===== src/rtl/wrcm_pkg.sv =====
// shared types and constants of the windowed rms current meter
// no dependencies
`timescale 1ns / 1ps
`default_nettype none

package wrcm_pkg;

	// sequencer states
	typedef enum logic [2:0] {
		ST_IDLE,
		ST_MUL,
		ST_DIV,
		ST_SQRT,
		ST_DONE
	} state_t;

	// request command codes
	localparam logic CmdSample = 1'b0;
	localparam logic CmdTick   = 1'b1;

	localparam int unsigned SumW      = 42;
	localparam int unsigned CountW    = 12;
	localparam int unsigned SampleW   = 16;
	localparam int unsigned TickW     = 16;
	localparam int unsigned RemW      = CountW + 1;
	localparam int unsigned StepW     = 6;
	localparam int unsigned DivSteps  = SumW;
	localparam int unsigned SqrtSteps = SumW / 2;

	localparam int unsigned MaxSamples = 4095;
	localparam int unsigned CountMax   = (1 << CountW) - 1;
	localparam logic [CountW-1:0] CountLimit =
		CountW'(MaxSamples > CountMax ? CountMax : MaxSamples);

	localparam logic [TickW-1:0] WindowTicksReset = 16'd100;
	localparam logic [SumW-1:0]  SqrtBitInit      = SumW'(1) << (SumW - 2);

endpackage

`default_nettype wire


===== src/rtl/wrcm_if.sv =====
// request and result channels of the windowed rms current meter
// depends on wrcm_pkg
`timescale 1ns / 1ps
`default_nettype none

interface wrcm_sample_if;
	logic                                 valid;
	logic                                 ready;
	logic                                 command;
	logic signed [wrcm_pkg::SampleW-1:0]  current_sample;
	logic                                 read_error;

	modport source (output valid, command, current_sample, read_error, input ready);
	modport sink (input valid, command, current_sample, read_error, output ready);
endinterface

interface wrcm_result_if;
	logic                          valid;
	logic                          ready;
	logic [wrcm_pkg::SampleW-1:0]  rms_value;
	logic [wrcm_pkg::CountW-1:0]   window_samples;
	logic                          window_done;

	modport source (output valid, rms_value, window_samples, window_done, input ready);
	modport sink (input valid, rms_value, window_samples, window_done, output ready);
endinterface

`default_nettype wire


===== src/rtl/wrcm_alu.sv =====
// shared add / subtract unit of the windowed rms current meter
// depends on wrcm_pkg
`timescale 1ns / 1ps
`default_nettype none

module wrcm_alu (
	input  wire logic [wrcm_pkg::SumW-1:0] a,
	input  wire logic [wrcm_pkg::SumW-1:0] b,
	input  wire logic                      sub,
	output logic      [wrcm_pkg::SumW-1:0] res,
	output logic                           carry
);

	logic [wrcm_pkg::SumW-1:0] b_eff;

	assign b_eff = sub ? ~b : b;

	// on subtract, carry set means a >= b
	assign {carry, res} = {1'b0, a} + {1'b0, b_eff} + (wrcm_pkg::SumW+1)'(sub);

endmodule

`default_nettype wire


===== src/rtl/windowed_rms_current_meter_unit.sv =====
// windowed rms current meter, top level
// depends on wrcm_pkg, wrcm_if and wrcm_alu
`timescale 1ns / 1ps
`default_nettype none

// usage
// - sample_in carries one request: a current sample (command 0) or a
//   millisecond tick (command 1); a request is taken when valid and ready
//   are both high
// - result_out gives exactly one result per request: the rms and good
//   sample count of the latest closed window, and window_done when this
//   request closed a window
// - cfg_wr_en / cfg_wr_data write the window length in ticks; 0 acts as 1
// - one request is worked on at a time; ready is high only while the
//   sequencer is idle
// - a tick that does not close a window, or a dropped sample, goes straight
//   to the final state; a good sample takes one shift-add step per significant
//   bit of its magnitude, at least one; a tick that closes a non-empty
//   window runs 42 restoring divide steps, then 21 square root
//   steps, all on the one shared add / subtract unit
// - a result sits in an output register; the next request can be taken
//   while it waits, and the sequencer holds in its final state only if a
//   new result is ready while the old one has not been taken
// - reset clears the sum, count, timer and last window values and sets
//   the window length to 100 ticks
module windowed_rms_current_meter_unit (
	input  wire logic                        clk,
	input  wire logic                        arst_n,
	wrcm_sample_if.sink                      sample_in,
	wrcm_result_if.source                    result_out,
	input  wire logic                        cfg_wr_en,
	input  wire logic [wrcm_pkg::TickW-1:0]  cfg_wr_data
);

	localparam int unsigned SumW   = wrcm_pkg::SumW;
	localparam int unsigned CountW = wrcm_pkg::CountW;
	localparam int unsigned TickW  = wrcm_pkg::TickW;
	localparam int unsigned RemW   = wrcm_pkg::RemW;
	localparam int unsigned StepW  = wrcm_pkg::StepW;
	localparam int unsigned SampW  = wrcm_pkg::SampleW;

	wrcm_pkg::state_t state_q, state_d;

	// running window state
	logic [SumW-1:0]   acc_q;          // square sum, then dividend/quotient, then radicand
	logic [CountW-1:0] cnt_q;
	logic [TickW-1:0]  tick_q;
	logic [TickW-1:0]  window_ticks_q;
	logic [SampW-1:0]  last_rms_q;
	logic [CountW-1:0] last_samples_q;
	logic              done_q;

	// sequencer work registers
	logic [SumW-1:0]   opa_q;          // shifted multiplicand, then root
	logic [SampW-1:0]  mq_q;           // multiplier bits
	logic [RemW-1:0]   rem_q;          // divide remainder
	logic [SumW-1:0]   bit_q;          // root trial bit
	logic [StepW-1:0]  step_q;

	// output register
	logic              out_valid_q;
	logic [SampW-1:0]  out_rms_q;
	logic [CountW-1:0] out_samples_q;
	logic              out_done_q;

	logic              accept;
	logic              out_load;
	logic [SampW-1:0]  raw;
	logic [SampW-1:0]  mag;
	logic              take_sample;
	logic [TickW-1:0]  win_len;
	logic [TickW-1:0]  tick_nxt;
	logic              close_win;
	logic [RemW-1:0]   rem_sh;
	logic [SumW-1:0]   root_nxt;

	logic [SumW-1:0]   alu_a;
	logic [SumW-1:0]   alu_b;
	logic              alu_sub;
	logic [SumW-1:0]   alu_res;
	logic              alu_carry;

	assign sample_in.ready = (state_q == wrcm_pkg::ST_IDLE);
	assign accept          = sample_in.valid && sample_in.ready;

	// result register is free, or is being emptied this cycle
	assign out_load = (state_q == wrcm_pkg::ST_DONE) && (!out_valid_q || result_out.ready);

	// magnitude of the two's complement reading; the most negative one maps to 32768
	assign raw         = sample_in.current_sample;
	assign mag         = raw[SampW-1] ? (~raw + SampW'(1)) : raw;
	assign take_sample = !sample_in.read_error && (cnt_q < wrcm_pkg::CountLimit);

	// timer saturates, zero window length acts as one tick
	assign win_len   = (window_ticks_q == '0) ? TickW'(1) : window_ticks_q;
	assign tick_nxt  = (tick_q == '1) ? tick_q : tick_q + TickW'(1);
	assign close_win = (tick_nxt >= win_len);

	// next partial remainder brings in the top dividend bit
	assign rem_sh = {rem_q[RemW-2:0], acc_q[SumW-1]};

	// root update; trial bit never overlaps the shifted root
	assign root_nxt = alu_carry ? ((opa_q >> 1) | bit_q) : (opa_q >> 1);

	// operand steering for the shared unit
	always_comb begin
		alu_a   = acc_q;
		alu_b   = opa_q;
		alu_sub = 1'b0;
		unique case (state_q)
			wrcm_pkg::ST_MUL: begin
				alu_a   = acc_q;
				alu_b   = opa_q;
				alu_sub = 1'b0;
			end
			wrcm_pkg::ST_DIV: begin
				alu_a   = SumW'(rem_sh);
				alu_b   = SumW'(cnt_q);
				alu_sub = 1'b1;
			end
			wrcm_pkg::ST_SQRT: begin
				alu_a   = acc_q;
				alu_b   = opa_q | bit_q;
				alu_sub = 1'b1;
			end
			wrcm_pkg::ST_IDLE, wrcm_pkg::ST_DONE: begin
				alu_a   = acc_q;
				alu_b   = opa_q;
				alu_sub = 1'b0;
			end
			default: begin
				alu_a   = acc_q;
				alu_b   = opa_q;
				alu_sub = 1'b0;
			end
		endcase
	end

	wrcm_alu u_alu (
		.a     (alu_a),
		.b     (alu_b),
		.sub   (alu_sub),
		.res   (alu_res),
		.carry (alu_carry)
	);

	// next state
	always_comb begin
		state_d = state_q;
		unique case (state_q)
			wrcm_pkg::ST_IDLE: begin
				if (accept) begin
					if (sample_in.command == wrcm_pkg::CmdSample) begin
						state_d = take_sample ? wrcm_pkg::ST_MUL : wrcm_pkg::ST_DONE;
					end else if (close_win && (cnt_q != '0)) begin
						state_d = wrcm_pkg::ST_DIV;
					end else begin
						state_d = wrcm_pkg::ST_DONE;
					end
				end
			end
			wrcm_pkg::ST_MUL: begin
				if (mq_q[SampW-1:1] == '0) begin
					state_d = wrcm_pkg::ST_DONE;
				end
			end
			wrcm_pkg::ST_DIV: begin
				if (step_q == StepW'(wrcm_pkg::DivSteps - 1)) begin
					state_d = wrcm_pkg::ST_SQRT;
				end
			end
			wrcm_pkg::ST_SQRT: begin
				if (step_q == StepW'(wrcm_pkg::SqrtSteps - 1)) begin
					state_d = wrcm_pkg::ST_DONE;
				end
			end
			wrcm_pkg::ST_DONE: begin
				if (out_load) begin
					state_d = wrcm_pkg::ST_IDLE;
				end
			end
			default: state_d = wrcm_pkg::ST_IDLE;
		endcase
	end

	always_ff @(posedge clk or negedge arst_n) begin
		if (!arst_n) begin
			state_q <= wrcm_pkg::ST_IDLE;
		end else begin
			state_q <= state_d;
		end
	end

	always_ff @(posedge clk or negedge arst_n) begin
		if (!arst_n) begin
			window_ticks_q <= wrcm_pkg::WindowTicksReset;
		end else if (cfg_wr_en) begin
			window_ticks_q <= cfg_wr_data;
		end
	end

	// window state and sequencer datapath
	always_ff @(posedge clk or negedge arst_n) begin
		if (!arst_n) begin
			acc_q          <= '0;
			cnt_q          <= '0;
			tick_q         <= '0;
			last_rms_q     <= '0;
			last_samples_q <= '0;
			done_q         <= 1'b0;
		end else begin
			unique case (state_q)
				wrcm_pkg::ST_IDLE: begin
					if (accept) begin
						if (sample_in.command == wrcm_pkg::CmdSample) begin
							done_q <= 1'b0;
							if (take_sample) begin
								cnt_q <= cnt_q + CountW'(1);
							end
						end else begin
							done_q <= close_win;
							tick_q <= close_win ? '0 : tick_nxt;
							if (close_win) begin
								last_samples_q <= cnt_q;
								if (cnt_q == '0) begin
									last_rms_q <= '0;
									acc_q      <= '0;
								end
							end
						end
					end
				end
				wrcm_pkg::ST_MUL: begin
					// sum cannot overflow while the count stays within 12 bits
					if (mq_q[0]) begin
						acc_q <= alu_res;
					end
				end
				wrcm_pkg::ST_DIV: begin
					acc_q <= {acc_q[SumW-2:0], alu_carry};
				end
				wrcm_pkg::ST_SQRT: begin
					if (step_q == StepW'(wrcm_pkg::SqrtSteps - 1)) begin
						last_rms_q <= root_nxt[SampW-1:0];
						acc_q      <= '0;
						cnt_q      <= '0;
					end else if (alu_carry) begin
						acc_q <= alu_res;
					end
				end
				wrcm_pkg::ST_DONE: begin
				end
				default: begin
				end
			endcase
		end
	end

	// work registers, loaded on entry to each phase
	always_ff @(posedge clk) begin
		unique case (state_q)
			wrcm_pkg::ST_IDLE: begin
				opa_q  <= SumW'(mag);
				mq_q   <= mag;
				rem_q  <= '0;
				step_q <= '0;
			end
			wrcm_pkg::ST_MUL: begin
				opa_q <= opa_q << 1;
				mq_q  <= mq_q >> 1;
			end
			wrcm_pkg::ST_DIV: begin
				rem_q <= alu_carry ? alu_res[RemW-1:0] : rem_sh;
				if (step_q == StepW'(wrcm_pkg::DivSteps - 1)) begin
					opa_q  <= '0;
					bit_q  <= wrcm_pkg::SqrtBitInit;
					step_q <= '0;
				end else begin
					step_q <= step_q + StepW'(1);
				end
			end
			wrcm_pkg::ST_SQRT: begin
				opa_q  <= root_nxt;
				bit_q  <= bit_q >> 2;
				step_q <= step_q + StepW'(1);
			end
			wrcm_pkg::ST_DONE: begin
			end
			default: begin
			end
		endcase
	end

	// output register
	always_ff @(posedge clk or negedge arst_n) begin
		if (!arst_n) begin
			out_valid_q <= 1'b0;
		end else if (out_load) begin
			out_valid_q <= 1'b1;
		end else if (result_out.ready) begin
			out_valid_q <= 1'b0;
		end
	end

	always_ff @(posedge clk) begin
		if (out_load) begin
			out_rms_q     <= last_rms_q;
			out_samples_q <= last_samples_q;
			out_done_q    <= done_q;
		end
	end

	assign result_out.valid          = out_valid_q;
	assign result_out.rms_value      = out_rms_q;
	assign result_out.window_samples = out_samples_q;
	assign result_out.window_done    = out_done_q;

endmodule

`default_nettype wire


===== src/flat_wrapper.sv =====
// flat-port wrapper written by rule: the top's interface ports become plain ports
module windowed_rms_current_meter_unit_flat 
  (clk, arst_n, cfg_wr_en, cfg_wr_data, sample_in_valid, sample_in_command, sample_in_current_sample, sample_in_read_error, sample_in_ready, result_out_valid, result_out_rms_value, result_out_window_samples, result_out_window_done, result_out_ready);
  wrcm_sample_if sample_in_i ();
  wrcm_result_if result_out_i ();
  input  wire logic clk;
  input  wire logic arst_n;
  input  wire logic cfg_wr_en;
  input  wire logic [wrcm_pkg::TickW-1:0] cfg_wr_data;
  input wire logic [$bits(sample_in_i.valid)-1:0] sample_in_valid;
  input wire logic [$bits(sample_in_i.command)-1:0] sample_in_command;
  input wire logic [$bits(sample_in_i.current_sample)-1:0] sample_in_current_sample;
  input wire logic [$bits(sample_in_i.read_error)-1:0] sample_in_read_error;
  output wire logic [$bits(sample_in_i.ready)-1:0] sample_in_ready;
  output wire logic [$bits(result_out_i.valid)-1:0] result_out_valid;
  output wire logic [$bits(result_out_i.rms_value)-1:0] result_out_rms_value;
  output wire logic [$bits(result_out_i.window_samples)-1:0] result_out_window_samples;
  output wire logic [$bits(result_out_i.window_done)-1:0] result_out_window_done;
  input wire logic [$bits(result_out_i.ready)-1:0] result_out_ready;
  assign sample_in_i.valid = sample_in_valid;
  assign sample_in_i.command = sample_in_command;
  assign sample_in_i.current_sample = sample_in_current_sample;
  assign sample_in_i.read_error = sample_in_read_error;
  assign sample_in_ready = sample_in_i.ready;
  assign result_out_valid = result_out_i.valid;
  assign result_out_rms_value = result_out_i.rms_value;
  assign result_out_window_samples = result_out_i.window_samples;
  assign result_out_window_done = result_out_i.window_done;
  assign result_out_i.ready = result_out_ready;
  windowed_rms_current_meter_unit u_core (.clk(clk), .arst_n(arst_n), .sample_in(sample_in_i), .result_out(result_out_i), .cfg_wr_en(cfg_wr_en), .cfg_wr_data(cfg_wr_data));
endmodule

===== config.mk =====
export PLATFORM = sky130hd
export DESIGN_NAME = windowed_rms_current_meter_unit_flat
export DESIGN_NICKNAME = d
export VERILOG_FILES = /design/src/rtl/wrcm_pkg.sv /design/src/rtl/wrcm_if.sv /design/src/rtl/wrcm_alu.sv /design/src/rtl/windowed_rms_current_meter_unit.sv /design/src/flat_wrapper.sv
export SDC_FILE = /design/constraint.sdc
export NUM_CORES = 1
export LEC_CHECK = 0
export BUFFER_PORTS_ARGS = -buffer_cell sky130_fd_sc_hd__buf_2
export CORE_ASPECT_RATIO = 2
export CORE_MARGIN = 2
export CORE_UTILIZATION = 55
export DETAILED_ROUTE_END_ITERATION = 8
export GPL_ROUTABILITY_DRIVEN = 0
export GPL_TIMING_DRIVEN = 0
export HOLD_SLACK_MARGIN = 0.08
export PLACE_DENSITY_LB_ADDON = 0.08
export SYNTH_ARGS = -nofsm -noshare
export SYNTH_HDL_FRONTEND = slang
export SYNTH_SLANG_ARGS = --single-unit

===== constraint.sdc =====
create_clock -name clk -period 4.39 [get_ports clk]
set_input_delay 0.2195 -clock clk [delete_from_list [all_inputs] [get_ports clk]]
set_output_delay 0.2195 -clock clk [all_outputs]
set_load 0.05 [all_outputs]

[After elaboration in Yosys (flattened, before gate mapping)]
Index checks and enable logic that the tools add are counted.
Word-level totals
  register bits: 266
  bits of input ports: 39
  word-level logic and storage cells: 126
  output and inout bits: 31
Operators by class
  add/subtract/negate cells: 6
  reductions and logical operators: 29
  muxes and demuxes: 49
  bitwise gates (word level): 4
  $lt $le $gt $ge: 2
  eq/ne operators: 19
Operators with widths (count)
  2-to-1 mux 42 bit: 12
  one-hot mux 42 bit (4 select lines): 2
  one-hot mux 42 bit (2 select lines): 2
  2-to-1 mux 16 bit: 9
  one-hot mux 16 bit (2 select lines): 2
  2-to-1 mux 12 bit: 5
  one-hot mux 12 bit (2 select lines): 2
  adder 42 x 42 -> 43 bit: 1
  adder 43 x 1 -> 43 bit: 1
  NOT 42 bit: 1
  OR 41 x 42 -> 42 bit: 1
  OR 42 bit: 1
  adder 16 x 1 -> 16 bit (second input constant): 2
  2-to-1 mux 3 bit: 8
  one-hot mux 6 bit (3 select lines): 1
  == test 16 bit (second input constant): 1
  >= comparator 16 bit: 1
  logical NOT 16 bit: 1
  NOT 16 bit: 1
  logical NOT 15 bit: 1
  one-hot mux 3 bit (5 select lines): 1
  adder 12 x 1 -> 12 bit (second input constant): 1
  logical NOT 12 bit: 1
  less-than comparator 12 bit (second input constant): 1
  26 further kinds: 50

[Depth between registers and ports, before layout]
  depth in word-level cells: 9
  depth in mapped cells: 23
  mapped depth without buffers: 18

[Cells and area by module]
Synthesis repeated with hierarchy kept, for this count alone.
Second synthesis, totals
  cells, all modules: 1600
  area total of the unflattened synthesis: 15396.0 um^2
By module, submodules not included
  windowed_rms_current_meter_unit: seq. area each 6765.2 um^2, area each 12413.2 um^2, cells an instance 1172, times used 1
  wrcm_alu: seq. area each 0.0 um^2, area each 2982.9 um^2, cells an instance 428, times used 1

[Least setup slack after synthesis]
Ideal clock, no wire load.
  kind: reg2reg
  from: reg u_core.state_q[2]
  to: reg u_core.rem_q[0] (data pin)
  path buffers: 3
  data required time: 4.124 ns
  cell stages (with the launch flop): 19
  data arrival time: 3.975 ns
  setup slack: 0.149 ns
  library setup time: 0.266 ns
  period minus slack after synthesis: 4.241 ns
  cells stage by stage: dfrtp_1 -> nand2b_1 -> nor2_1 -> clkbuf_1 -> buf_1 -> nand2_1 -> nand2_1 -> inv_1 -> fa_1 -> nand2b_1 -> a21oi_2 -> o211ai_2 -> a311o_1 -> a2111oi_2 -> nor2_2 -> o21ai_4 -> buf_8 -> mux2i_1 -> nor2_1
Between the ends
  longest elaborated chain between the ends: 8
  elaborated cells on any way between the ends: 13
  those cells by class: add/sub: 2; eq/ne: 2; mux: 6; bitwise: 1; reduce/logical: 2
Ends and longest elaborated chain
  from (decl): line windowed_rms_current_meter_unit.sv:42  | wrcm_pkg::state_t state_q, state_d;
  from (signal assigned): line windowed_rms_current_meter_unit.sv:188  | state_q <= wrcm_pkg::ST_IDLE;
  from (signal assigned): line windowed_rms_current_meter_unit.sv:190  | state_q <= state_d;
  == test 3 x 2 -> 1 bit (on tied branches): line windowed_rms_current_meter_unit.sv:110, windowed_rms_current_meter_unit.sv:261
  one-hot mux 42 bit (2 select lines) or OR reduction 2 bit (tied branches)
  NOT 42 bit or 2-to-1 mux 1 bit (tied branches): line wrcm_alu.sv:16, windowed_rms_current_meter_unit.sv:110
  2-to-1 mux 42 bit: line wrcm_alu.sv:16  | assign b_eff = sub ? ~b : b;
  adder 42 x 42 -> 43 bit: line wrcm_alu.sv:19  | assign {carry, res} = {1'b0, a} + {1'b0, b_eff} + (wrcm_pkg::SumW+1)'(sub);
  adder 43 x 1 -> 43 bit: line wrcm_alu.sv:19
  2-to-1 mux 12 bit: line windowed_rms_current_meter_unit.sv:273  | rem_q <= alu_carry ? alu_res[RemW-1:0] : rem_sh;
  one-hot mux 12 bit (2 select lines) (*): line windowed_rms_current_meter_unit.sv:261  | unique case (state_q)
  to (signal assigned): line windowed_rms_current_meter_unit.sv:273
  to (decl): line windowed_rms_current_meter_unit.sv:56  | logic [RemW-1:0] rem_q;
Mark *: on every way between the ends. The rest lies on a longest branch, timed or not.
A chain may end at the register's enable or synchronous reset.

[Final worst setup path]
  from: reg u_core.tick_q[5]
  to: reg u_core.acc_q[38]
Between the ends
  longest elaborated chain between the ends: 5
  elaborated cells on any way between the ends: 6
  those cells by class: add/sub: 1; order compare: 1; eq/ne: 2; mux: 1; reduce/logical: 1
Ends and longest elaborated chain
  from (decl): line windowed_rms_current_meter_unit.sv:47  | logic [TickW-1:0] tick_q;
  from (signal assigned): line windowed_rms_current_meter_unit.sv:222  | tick_q <= close_win ? '0 : tick_nxt;
  adder 16 x 1 -> 16 bit or == test 16 bit (tied branches): line windowed_rms_current_meter_unit.sv:96  | assign tick_nxt = (tick_q == '1) ? tick_q : tick_q + TickW'(1);
  2-to-1 mux 16 bit (*): line windowed_rms_current_meter_unit.sv:96
  >= comparator 16 bit (*): line windowed_rms_current_meter_unit.sv:97  | assign close_win = (tick_nxt >= win_len);
  != test 2 bit (no source line) (*)
  AND reduction 7 bit (no source line) (*)
  to (signal assigned): line windowed_rms_current_meter_unit.sv:236  | acc_q <= alu_res;
  to (signal assigned): line windowed_rms_current_meter_unit.sv:240  | acc_q <= {acc_q[SumW-2:0], alu_carry};
  to (signal assigned): line windowed_rms_current_meter_unit.sv:248  | acc_q <= alu_res;
  to (decl): line windowed_rms_current_meter_unit.sv:45  | logic [SumW-1:0] acc_q;
Marks and branches as above.

==> impl_metrics.env <==
export IMPL_netlist_area_mm2=0.0148
export IMPL_crit_path_max_fanout=7
export IMPL_dp_cells=2022
export IMPL_worstSetupPathType="flop to flop"
export IMPL_synth_fp_nets=1706
export IMPL_grt_pass1_wl_um=69300
export IMPL_io_buffers=69
export IMPL_worstPathRequired_ns=4.83
export IMPL_fin_nets=1868
export IMPL_crit_path_start="u_core.tick_q[5]"
export IMPL_fp_row_count=85
export IMPL_fin_ws_ns=0.0211
export IMPL_hold_viol=0
export IMPL_first_pass_iters=7
export IMPL_area_growth_pct=18.3
export IMPL_overflow=0
export IMPL_crit_path_end_kind="flop"
export IMPL_cts_root_buffer="clkbuf_16"
export IMPL_fin_setup_tns_ns=0
export IMPL_synth_edff_count=126
export IMPL_timing_final_crit_period_ns=4.37
export IMPL_numCtsBuffers=23
export IMPL_grt_max_degree=76
export IMPL_grt_usage=0.308
export IMPL_antenna_found_initial=0
export IMPL_io_pin_count=70
export IMPL_drt_iter0_markers=1270
export IMPL_rsz0062_at_grt="yes"
export IMPL_met3_usage=0.0363
export IMPL_arrival_ns=4.81
export IMPL_slew_headroom=0.179
export IMPL_grt_busiest_layer="met2"
export IMPL_period_share=0.995
export IMPL_cts_tree="built"
export IMPL_slew_viol_final=0
export IMPL_synthArstFlopShare=0.486
export IMPL_use_met1=0.404
export IMPL_drt_total_wl_um=44100
export IMPL_syn_area_per_cell_um2=9.26
export IMPL_fin_skew_ns=0.0271
export IMPL_core_area_mm2=0.0267
export IMPL_layout_drive_gt1_share=0.161
export IMPL_h_tree_depth=1
export IMPL_final_setup_viol_count=0
export IMPL_initial_core_util=0.556
export IMPL_max_clock_freq_ghz=0.229
export IMPL_worst_skew_pair_late_latency_ns=0.56
export IMPL_die_h_um=236
export IMPL_start_kind="flop"
export IMPL_final_cells=2128
export IMPL_hpwl_um=31500
export IMPL_ant_nets=0
export IMPL_fp_dieW_um=120
export IMPL_syn_inst=1602
export IMPL_peakVddDrop_mv=0.403
export IMPL_detail_route_vias_per_cell=6.26
export IMPL_power_density_mw_per_mm2=627
export IMPL_pre_cts_slack_ns=-1.50
export IMPL_wl_per_cell_um=20.7
export IMPL_yosysSeqAreaShare=0.456
export IMPL_clockBufferDepth=3
export IMPL_ys_types=75
export IMPL_power_total_mw=11.0
export IMPL_synth_area_leaders="edfxtp_1, dfrtp_1, nand2_1"
export IMPL_worstMarginPinSlew_ns=1.23
export IMPL_cts_sinks=245
export IMPL_diodes=0
export IMPL_synth_common_cells="nand2_1, o21ai_0, nor2_1"
export IMPL_yosysMostFrequentCell="nand2_1"
export IMPL_hold_slack_ns=0.0915
export IMPL_min_from="sample_in_current_sample[5]"
export IMPL_leakagePower_nw=7.48
export IMPL_grt_pass1_vias=13009
export IMPL_drv_cap=0
export IMPL_yosys_area_top_type="edfxtp_1"
export IMPL_outcome="complete, no violations"
export IMPL_vias=13311
export IMPL_drc=0
export IMPL_min_path_type="primary input to flop"
export IMPL_clk_pin_slew_ns=0.07
export IMPL_synth_seq_cells=245
export IMPL_reg2reg_from="u_core.tick_q[5]"
export IMPL_grtUsageMet2=0.504
export IMPL_synth_top_area_frac=0.255
export IMPL_fill_cells=2175
export IMPL_fp_dieArea_mm2=0.0284
export IMPL_yosysWarnings=0
export IMPL_synthFlopType="edfxtp_1"
==> final cells by class <==
type,instances,area (um2),share of cell area
timing repair buffer,141,1040,0.0593
clock buffer,30,612,0.0349
clock inverter,11,149,0.00848
multi-input combinational,1228,7840,0.446
buffer,87,564,0.0321
tap,348,435,0.0248
sequential,245,6770,0.386
inverter,38,146,0.00834
==> worst paths after layout <==
kind,endpoint,slack (ns),depth (start not counted)
worst min register to register,u_core.result_out.rms_value[7],0.44,0
min in group asynchronous,u_core.window_ticks_q[12],0.16,2
worst max-delay path,u_core.acc_q[38],0.02,16
worst max register to register,u_core.acc_q[38],0.02,16
worst min-delay path,u_core.mq_q[5],0.09,3
max in group asynchronous,u_core.acc_q[40],3.48,3
==> cells in the final DEF, fill, tap and decap left out, types with 14 or more instances in the layout <==
cell	count
a21o_1	33
a21oi_1	120
a22oi_1	34
a31oi_1	17
and2_1	35
and3_1	30
buf_2	78
buf_4	47
clkbuf_1	47
clkbuf_16	25
dfrtp_1	113
dlygate4sd3_1	22
edfxtp_1	126
ha_1	58
inv_1	35
mux2_2	19
mux2i_1	34
nand2_1	215
nand3_1	35
nand4_1	22
nor2_1	133
nor4_1	14
o21ai_0	141
o22a_1	15
o31ai_1	17
xnor2_1	37
xor2_1	33
==> per-layer routing <==
| metal | share of wire | wire [um] |
|---|---|---|
| met1 | 0.40 | 17600 |
| met2 | 0.48 | 21300 |
| met3 | 0.070 | 3070 |
| met4 | 0.049 | 2150 |
| met5 | 0 | 0 |
==> power by group <==
| group | total, mW | switching [mW] | internal (mW) |
|---|---|---|---|
| Combinational | 4.98 | 3.20 | 1.78 |
| Sequential | 3.93 | 0.635 | 3.29 |
| Clock | 2.10 | 0.927 | 1.17 |
| Total | 11.0 | 4.76 | 6.25 |
==> cells by family after synthesis <==
family / synth area share
and+or+nand+nor: 0.176
muxes: 0.0380
adders and majority gates: 0.0553
AOI/OAI and AO/OA: 0.196
DFF: 0.456
buffers and inverters: 0.0357
xor gates and xnor gates: 0.0425
==> worst max-delay path, stage by stage, from the launching register on <==
cell and delay [ns]:
dfrtp_1 0.41, and4_1 0.22, buf_6 0.10, and3_4 0.20, and4_4 0.24, nand4_1 0.25
or2_4 0.38, buf_4 0.15, a41oi_2 0.26, ha_1 0.27, o21ai_0 0.25, a2111oi_2 0.11
a21o_2 0.27, a221o_2 0.44, o21ai_4 0.16, buf_8 0.19, mux2_2 0.33
==> registers in the layout, indices dropped and copies added (netlist names) <==
signal,cells
u_core.opa_q,42
u_core.result_out.window_done,1
u_core.result_out.rms_value,16
u_core.mq_q,16
u_core.result_out.valid,1
u_core.cnt_q,12
u_core.tick_q,16
u_core.last_rms_q,16
u_core.state_q,3
u_core.done_q,1
u_core.result_out.window_samples,12
u_core.bit_q,21
u_core.window_ticks_q,16
u_core.rem_q,12
u_core.last_samples_q,12
u_core.step_q,6
u_core.acc_q,42
==> stage by stage <==
step	instance area (um2)	util
floorplan	14800	-
global placement	15600	0.585
detailed placement	15700	0.588
CTS	17100	0.640
global route	17600	0.658
finish	17600	0.658
==> repair_timing <==
item,in CTS,in global routing
cloned,1,1
hold buffers,22,0
hold endpoints to repair,137,0
pin swaps,13,29
endpoints found under the setup margin,116,111
setup buffers,16,29
gates resized for setup,79,91
No activity file was read; power rests on OpenSTA's default activity.
